**src/f9c_pkg.sv**
```systemverilog
// ----------------------------------------------------------------------------
// f9c_pkg
// Shared types and constants of the FAST-9 corner detector: line store
// geometry, circle offsets, register indexes and reset values.
// ----------------------------------------------------------------------------
package f9c_pkg;

   localparam int LINE_PIXELS   = 1024;
   localparam int LINE_LIMIT    = (LINE_PIXELS < 1024) ? LINE_PIXELS : 1024;
   localparam int ADDR_W        = $clog2(LINE_PIXELS);
   localparam int LINE_ROWS     = 6;
   localparam int WIN           = 7;
   localparam int CIRCLE_POINTS = 16;
   localparam int ARC_NEEDED    = 9;
   localparam int EDGE_MARGIN   = 3;
   localparam int PIXEL_W       = 8;
   localparam int COORD_W       = 10;
   localparam int DIM_W         = 11;
   localparam int SCORE_W       = 5;
   localparam int COUNT_W       = 16;
   localparam int CSR_INDEX_W   = 2;
   localparam int CSR_DATA_W    = 16;
   localparam int HEIGHT_LIMIT  = 1024;

   // circle offsets, column then row, counterclockwise from straight below
   localparam int RING_DX [CIRCLE_POINTS] =
      '{0, 1, 2, 3, 3, 3, 2, 1, 0, -1, -2, -3, -3, -3, -2, -1};
   localparam int RING_DY [CIRCLE_POINTS] =
      '{3, 3, 2, 1, 0, -1, -2, -3, -3, -3, -2, -1, 0, 1, 2, 3};

   // register indexes
   localparam logic [CSR_INDEX_W-1:0] REG_THRESHOLD = 2'd0;
   localparam logic [CSR_INDEX_W-1:0] REG_WIDTH     = 2'd1;
   localparam logic [CSR_INDEX_W-1:0] REG_HEIGHT    = 2'd2;
   localparam logic [CSR_INDEX_W-1:0] REG_CAP       = 2'd3;

   localparam logic [PIXEL_W-1:0] THRESHOLD_RESET = 8'd31;
   localparam logic [DIM_W-1:0]   WIDTH_RESET     = 11'd800;
   localparam logic [DIM_W-1:0]   HEIGHT_RESET    = 11'd640;
   localparam logic [COUNT_W-1:0] CAP_RESET       = 16'd500;

   typedef logic [PIXEL_W-1:0]           pixel_type;
   typedef logic [CIRCLE_POINTS-1:0]     mask_type;
   typedef logic [LINE_ROWS*PIXEL_W-1:0] column_type;

   typedef struct packed {
      logic                 tested;
      logic                 clear_before;
      logic                 clear_after;
      logic [COORD_W-1:0]   x;
      logic [COORD_W-1:0]   y;
   } meta_type;

   typedef struct packed {
      logic               hit;
      logic [SCORE_W-1:0] score;
   } eval_type;

endpackage

```
**src/f9c_arc_eval.sv**
```systemverilog
// ----------------------------------------------------------------------------
// f9c_arc_eval
// Finds a contiguous circular arc of nine bright or nine dark circle pixels
// and gives the score, the larger of the bright and dark counts.
// ----------------------------------------------------------------------------
module f9c_arc_eval (
   input  f9c_pkg::mask_type bright_mask,
   input  f9c_pkg::mask_type dark_mask,
   output f9c_pkg::eval_type result
);

   logic [2*f9c_pkg::CIRCLE_POINTS-1:0] bright_twice;
   logic [2*f9c_pkg::CIRCLE_POINTS-1:0] dark_twice;
   logic [f9c_pkg::CIRCLE_POINTS-1:0]   bright_run;
   logic [f9c_pkg::CIRCLE_POINTS-1:0]   dark_run;
   logic [f9c_pkg::SCORE_W-1:0]         bright_count;
   logic [f9c_pkg::SCORE_W-1:0]         dark_count;

   assign bright_twice = {bright_mask, bright_mask};
   assign dark_twice   = {dark_mask, dark_mask};

   // one arc test per start position, wrapping through the doubled mask
   always_comb begin
      for (int s = 0; s < f9c_pkg::CIRCLE_POINTS; s++) begin
         bright_run[s] = &bright_twice[s +: f9c_pkg::ARC_NEEDED];
         dark_run[s]   = &dark_twice[s +: f9c_pkg::ARC_NEEDED];
      end
   end

   assign bright_count = f9c_pkg::SCORE_W'($countones(bright_mask));
   assign dark_count   = f9c_pkg::SCORE_W'($countones(dark_mask));

   assign result.hit   = (|bright_run) | (|dark_run);
   assign result.score = (bright_count > dark_count) ? bright_count : dark_count;

endmodule

```
**config.mk**
```make
export PLATFORM = sky130hd
export DESIGN_NAME = f9c_arc_eval
export DESIGN_NICKNAME = d
export VERILOG_FILES = /design/src/f9c_pkg.sv /design/src/f9c_arc_eval.sv
export SDC_FILE = /design/constraint.sdc
export NUM_CORES = 1
export LEC_CHECK = 0
export ABC_AREA = 0
export ABC_CLOCK_PERIOD_IN_PS = 8350
export BUFFER_PORTS_ARGS = -buffer_cell sky130_fd_sc_hd__buf_4
export CAP_MARGIN = 20
export CORE_UTILIZATION = 53
export DETAILED_ROUTE_END_ITERATION = 6
export PLACE_DENSITY = 0.89
export REMOVE_ABC_BUFFERS = 1
export SLEW_MARGIN = 20
export SYNTH_ARGS = -nofsm -noshare
export SYNTH_HDL_FRONTEND = slang
export SYNTH_SLANG_ARGS = --single-unit
```
**constraint.sdc**
```tcl
create_clock -name vclk -period 8.35
set_clock_uncertainty 0.2 [all_clocks]
set_input_delay 1.2525 -clock vclk [all_inputs]
set_output_delay 1.2525 -clock vclk [all_outputs]
set_load 0.01 [all_outputs]
```
==> results of run 1 <==
logic make-up after synthesis:
logic type	after synthesis	synth area share (%)
AND/OR/NAND/NOR	27	12.0
buffers and inverters	52	15.2
adder cells (fa/ha/maj)	37	47.6
XOR/XNOR	4	2.72
multiplexers	4	3.89
AO/OA/AOI/OAI	34	18.7
worst min-delay path by stage:
stage / from / depth (start not counted) / end / slack [ns]
global route: bright_mask[10] / 4 / result[5] / 2.72
floorplan: bright_mask[10] / 2 / result[5] / 2.48
global placement: bright_mask[10] / 4 / result[5] / 2.67
detailed placement: bright_mask[10] / 4 / result[5] / 2.68
finish: bright_mask[10] / 4 / result[5] / 2.68
CTS: bright_mask[10] / 4 / result[5] / 2.68
cells in the mapped netlist, drive strengths merged:
library cell,instances
fa,20
a21o,3
o2111ai,1
nor2b,3
a21oi,10
nor3,1
o22ai,1
o21ai,1
o31a,1
ha,17
inv,52
nand4,5
o311ai,1
a211oi,1
a41oi,1
a31oi,2
o211ai,6
mux2i,2
nor2,2
a22oi,3
a2111oi,1
xnor2,2
mux2,2
a311oi,1
o21a,1
and3,1
nor4,5
nand3,7
xor2,2
nand2,3
power groups by stage:
stage	logic, uW	clock network, uW	registers (uW)
after detailed placement	614	0	0
after CTS	617	0	0
final	608	0	0
after global routing	682	0	0
after global placement	585	0	0
after floorplan	432	0	0
layout make-up:
type	instances	area share, %
Tap cell	28	2.18
Inverter	52	12.1
Timing Repair Buffer	38	17.7
Multi-Input combinational cell	106	67.9
worst max-delay path, stage by stage:
cell	delay, ns
buf_4	0.10
inv_1	0.07
fa_1	0.56
fa_1	0.44
fa_1	0.43
fa_1	0.52
inv_1	0.07
ha_1	0.29
a21o_1	0.18
a21oi_1	0.17
xor2_1	0.23
inv_1	0.07
ha_1	0.30
and3_1	0.17
o21a_1	0.13
o31a_4	0.32
mux2_4	0.30
buf_4	0.14
per-layer routing:
metal	share of wire [%]	vias up	global-route usage (%)	wire length, um
met5	0	-	0	0
met1	38	597	30.7	1170
met2	51	73	47.8	1580
met4	2.2	0	7.21	68
li1	-	607	-	-
met3	8.3	8	2.08	256
per-stage QoR:
stage | cell area, um2 | util, % | hold slack, ns | worst slack [ns]
floorplan | 1290 | - | 2.48 | 1.61
global placement | 1610 | 71.3 | 2.67 | 1.23
detailed placement | 1610 | 71.3 | 2.68 | 1.16
CTS | 1610 | 71.3 | 2.68 | 1.14
global route | 1610 | 71.3 | 2.72 | 0.895
finish | 1610 | 71.3 | 2.68 | 1.16
==> metrics.md, run 1 <==
| Metric | Value |
|---|---|
| Status | `completed` |
| Clock Power Share | `0%` |
| Setup_tns | `0 ns` |
| RSZ-0062 raised after global routing | `no` |
| Top post-synthesis cells by area | `fa_1, ha_1, inv_1, a21oi_1, o211ai_1` |
| Yosys warning count | `0` |
| Post-cts sizing count | `0` |
| Crit path capture | `result[0]` |
| Static Leak | `0.000895 uW` |
| Seq cells | `0` |
| Largest net degree at the start of global routing | `7` |
| Commonest non-fill, non-tap cell in the layout | `inv_1` |
| Core area | `2250 um2` |
| Overall routed net length | `about 3.1 mm` |
| Biggest area consumer among synthesized cells | `fa_1` |
| Req. time, crit path | `6.90 ns` |
| Gp weighted congestion | `0.915` |
| # Max-Cap Violations | `0` |
| Worst Path Max Fanout | `5` |
| F_max | `around 0.14 GHz` |
| Critical path arrival | `5.74 ns` |
| Die area | `roughly 2600 um2` |
| Critical Path Source | `bright_mask[5]` |
| Global-route wire length before repair | `5.22 mm` |
| Minimum clock period | `7.19 ns` |
| Max Slew Vio Count | `0` |
| Pre-antenna DRT Iters | `4` |
| Fin. Hold Viols | `0` |
| Cells after synthesis | `roughly 160` |
| Final antenna-violating net count | `0` |
| Fillers | `around 170` |
| Via count | `about 1300` |
| Remaining DRCs | `0` |
| Final std cells w/o fill | `between 200 and 250` |
| Top cell type's share of synthesized area | `31.1%` |
| Final setup vio count | `0` |
| Number of global-route vias before repair | `around 1300` |
| Worst-Margin Slew | `0.655 ns` |
| Hold Crit Class | `in2out` |
| Kind of critical path | `in2out` |
| Placed cells | `224` |
| Commonest non-fill, non-tap cells in the layout | `inv_1, buf_4, fa_1` |
| Startpoint Class | `primary input` |
| Tot Pwr | `~610 uW` |
| Initial antenna violation count | `0` |
| Fin crit share | `86.1%` |
| Switching pwr | `284 uW` |
| Initial core utilization | `57.1%` |
| GRT overflow | `0` |
| Count of cell types in the netlist | `31` |
| Ports | `38` |
| Slew headroom | `around 55%` |
| P per Cell Area | `378 nW/um2` |
| Final nets | `267` |
| Dpl hpwl | `2.73 mm` |
| Combinational share of power | `100.0%` |
| I/O Buffers | `38` |
| Starting DRT DRC Count | `60` |
| Horiz. Die Dim | `roughly 51 um` |
| Sw Share | `46.7%` |
| Site row count | `17` |
| Vias per inst | `5.74` |
| Avg WL per Cell | `~14 um` |
| Seq pwr share | `0%` |
| Ant diodes | `0` |
| Post-Syn Area per Cell | `8.15 um2` |
| Area Overhead vs Synth | `24.9%` |
| Register area | `0 um2` |
| Register area share after synthesis | `0%` |
| CTS hold repair buffers | `0` |
| Total GRT Usage | `25.5%` |
| Peak supply drop | `0.553 mV` |
| Multi-input gate area | `roughly 1100 um2` |
| Share of layout cells above drive strength 1 | `21.4%` |
| # clk buffers | `0` |
| Internal power | `324 uW` |
| Postcts setup bufs | `0` |
| Die Y | `51.3 um` |
| Critical Path Sink Type | `output pin` |
| Post-Syn Area | `1290 um2` |
Note: power is estimated with default switching activity, not from simulation.
==> run 2: changes to the inputs <==
--- a/config.mk
+++ b/config.mk
@@ -10,7 +10,7 @@
 export BUFFER_PORTS_ARGS = -buffer_cell sky130_fd_sc_hd__buf_4
 export CAP_MARGIN = 20
-export CORE_UTILIZATION = 53
+export CORE_UTILIZATION = 56
 export DETAILED_ROUTE_END_ITERATION = 6
-export PLACE_DENSITY = 0.89
+export PLACE_DENSITY = 0.93
 export REMOVE_ABC_BUFFERS = 1
 export SLEW_MARGIN = 20
==> constraint.sdc (replaced) <==
create_clock -name vclk -period 8.35
set_clock_uncertainty 0.2 [all_clocks]
set_input_delay 1.2525 -clock vclk [all_inputs]
set_output_delay 1.2525 -clock vclk [all_outputs]
set_load 0.05 [all_outputs]
==> metrics.md, run 2 (synthesis gave the netlist of run 1 again) <==
| Metric | Value |
|---|---|
| Slew headroom | `72.5% (+17 points)` |
| Ports | `38 (unchanged)` |
| Global-route wire length before repair | `5.42 mm (+4.0%)` |
| Critical Path Source | `bright_mask[5]` |
| RSZ-0062 raised after global routing | `no` |
| Dpl hpwl | `2.95 mm (+8.1%)` |
| Final nets | `267 (unchanged)` |
| Critical Path Most Common Cell | `fa_1` |
| Worst-Margin Slew | `0.408 ns (-0.247 ns)` |
| Ant diodes | `0 (unchanged)` |
| F_max | `0.137 GHz (-1.3%)` |
| Max Slew Vio Count | `0 (unchanged)` |
| Placed cells | `223 (-0.45%)` |
| # clk buffers | `0 (unchanged)` |
| GRT overflow | `0 (unchanged)` |
| Commonest non-fill, non-tap cells in the layout | `inv_1, buf_4, fa_1` |
| Seq cells | `0 (unchanged)` |
| I/O Buffers | `38 (unchanged)` |
| Overall routed net length | `3.19 mm (+3.8%)` |
| Final antenna-violating net count | `0 (unchanged)` |
| Req. time, crit path | `6.90 ns (about the same)` |
| # Max-Cap Violations | `0 (unchanged)` |
| Die area | `2500 um2 (-5.1%)` |
| Final setup vio count | `0 (unchanged)` |
| Largest net degree at the start of global routing | `7 (unchanged)` |
| Area Overhead vs Synth | `24.8% (about the same)` |
| Site row count | `16 (-1)` |
| Horiz. Die Dim | `50.0 um (-2.6%)` |
| Remaining DRCs | `0 (unchanged)` |
| Share of layout cells above drive strength 1 | `21.4% (unchanged)` |
| Starting DRT DRC Count | `27 (-55%)` |
| Postcts setup bufs | `0 (unchanged)` |
| Total GRT Usage | `27.8% (+2.3 points)` |
| Fillers | `158 (-9.2%)` |
| Kind of critical path | `in2out` |
| CP max-delay cell | `fa_1` |
| Post-cts sizing count | `0 (unchanged)` |
| Avg WL per Cell | `14.3 um (+4.3%)` |
| Placed Area | `1610 um2 (about the same)` |
| Commonest non-fill, non-tap cell in the layout | `inv_1` |
| Pre-antenna DRT Iters | `4 (unchanged)` |
| Status | `completed` |
| Hold wc startpoint | `bright_mask[10]` |
| Post-route cell area | `1610 um2 (about the same)` |
| Initial antenna violation count | `0 (unchanged)` |
| Vias per inst | `5.48 (-4.6%)` |
| Worst-path cell chain | `buf_4, inv_1, fa_1, fa_1, fa_1, fa_1, inv_1, ha_1, a21o_1, a21oi_1, xor2_1, inv_1, ha_1, and3_1, o21a_1, o31a_4, mux2_4, buf_4` |
| Worst Path Max Fanout | `5 (unchanged)` |
| Initial core utilization | `62.4% (+5.3 points)` |
| CTS hold repair buffers | `0 (unchanged)` |
| Core area | `2060 um2 (-8.5%)` |
| Hold_ws | `2.76 ns (+0.0709 ns)` |
| Register area | `0 um2 (unchanged)` |
| Gp weighted congestion | `0.907 (-0.90%)` |
| Via count | `1221 (-5.0%)` |
| Fin. Hold Viols | `0 (unchanged)` |
| Critical Path Sink Type | `output pin` |
| Number of global-route vias before repair | `1304 (+0.85%)` |
| Startpoint Class | `primary input` |
| Worst path max stage delay | `0.57 ns (about the same)` |
| Setup_tns | `0 ns (unchanged)` |
| Minimum clock period | `7.28 ns (+0.0925 ns)` |
| Final std cells w/o fill | `223 (-0.45%)` |
| Die Y | `50.0 um (-2.6%)` |
| Hold Crit Class | `in2out` |
| Fin crit share | `87.2% (+1.1 points)` |
| Critical path arrival | `5.83 ns (+0.09 ns)` |
==> run 2: metrics by stage <==
step | util (%) | setup WS [ns]
3_5_place_dp | 77.9 | 1.07
6_report | 77.9 | 1.07
3_3_place_gp | 77.9 | 1.23
5_1_grt | 77.9 | 0.883
2_1_floorplan | - | 1.12
4_1_cts | 77.9 | 1.07
==> run 2: cell type report <==
cell class	count	area (um2)	area share (%)
Inverter	52	195	12.1
Multi-Input combinational cell	106	1090	68.0
Tap cell	27	33.8	2.10
Timing Repair Buffer	38	285	17.8
==> run 2: worst paths after layout <==
| check | cells after the start | end | slack, ns |
|---|---|---|---|
| max | 18 | result[0] | 1.07 |
| min | 4 | result[5] | 2.76 |
==> run 2: critical path, delay by kind of cell <==
kind | cells | cell delay (ns)
and+or+nand+nor | 1 | 0.17
adders and majority gates | 6 | 2.57
muxes | 1 | 0.31
xor gates and xnor gates | 1 | 0.21
AOI/OAI and AO/OA | 4 | 0.80
buffers and inverters | 5 | 0.52
==> run 2: per-layer routing <==
layer | track usage, % | vias up | wire length, um
li1 | - | 613 | -
met1 | 35.7 | 574 | 1360
met2 | 52.0 | 30 | 1710
met3 | 0.926 | 4 | 87
met4 | 4.29 | 0 | 27
met5 | 0 | - | 0
Power of run 2 is not shown: default switching activity piles up to over one toggle a cycle in this logic, so the estimate is an artifact.
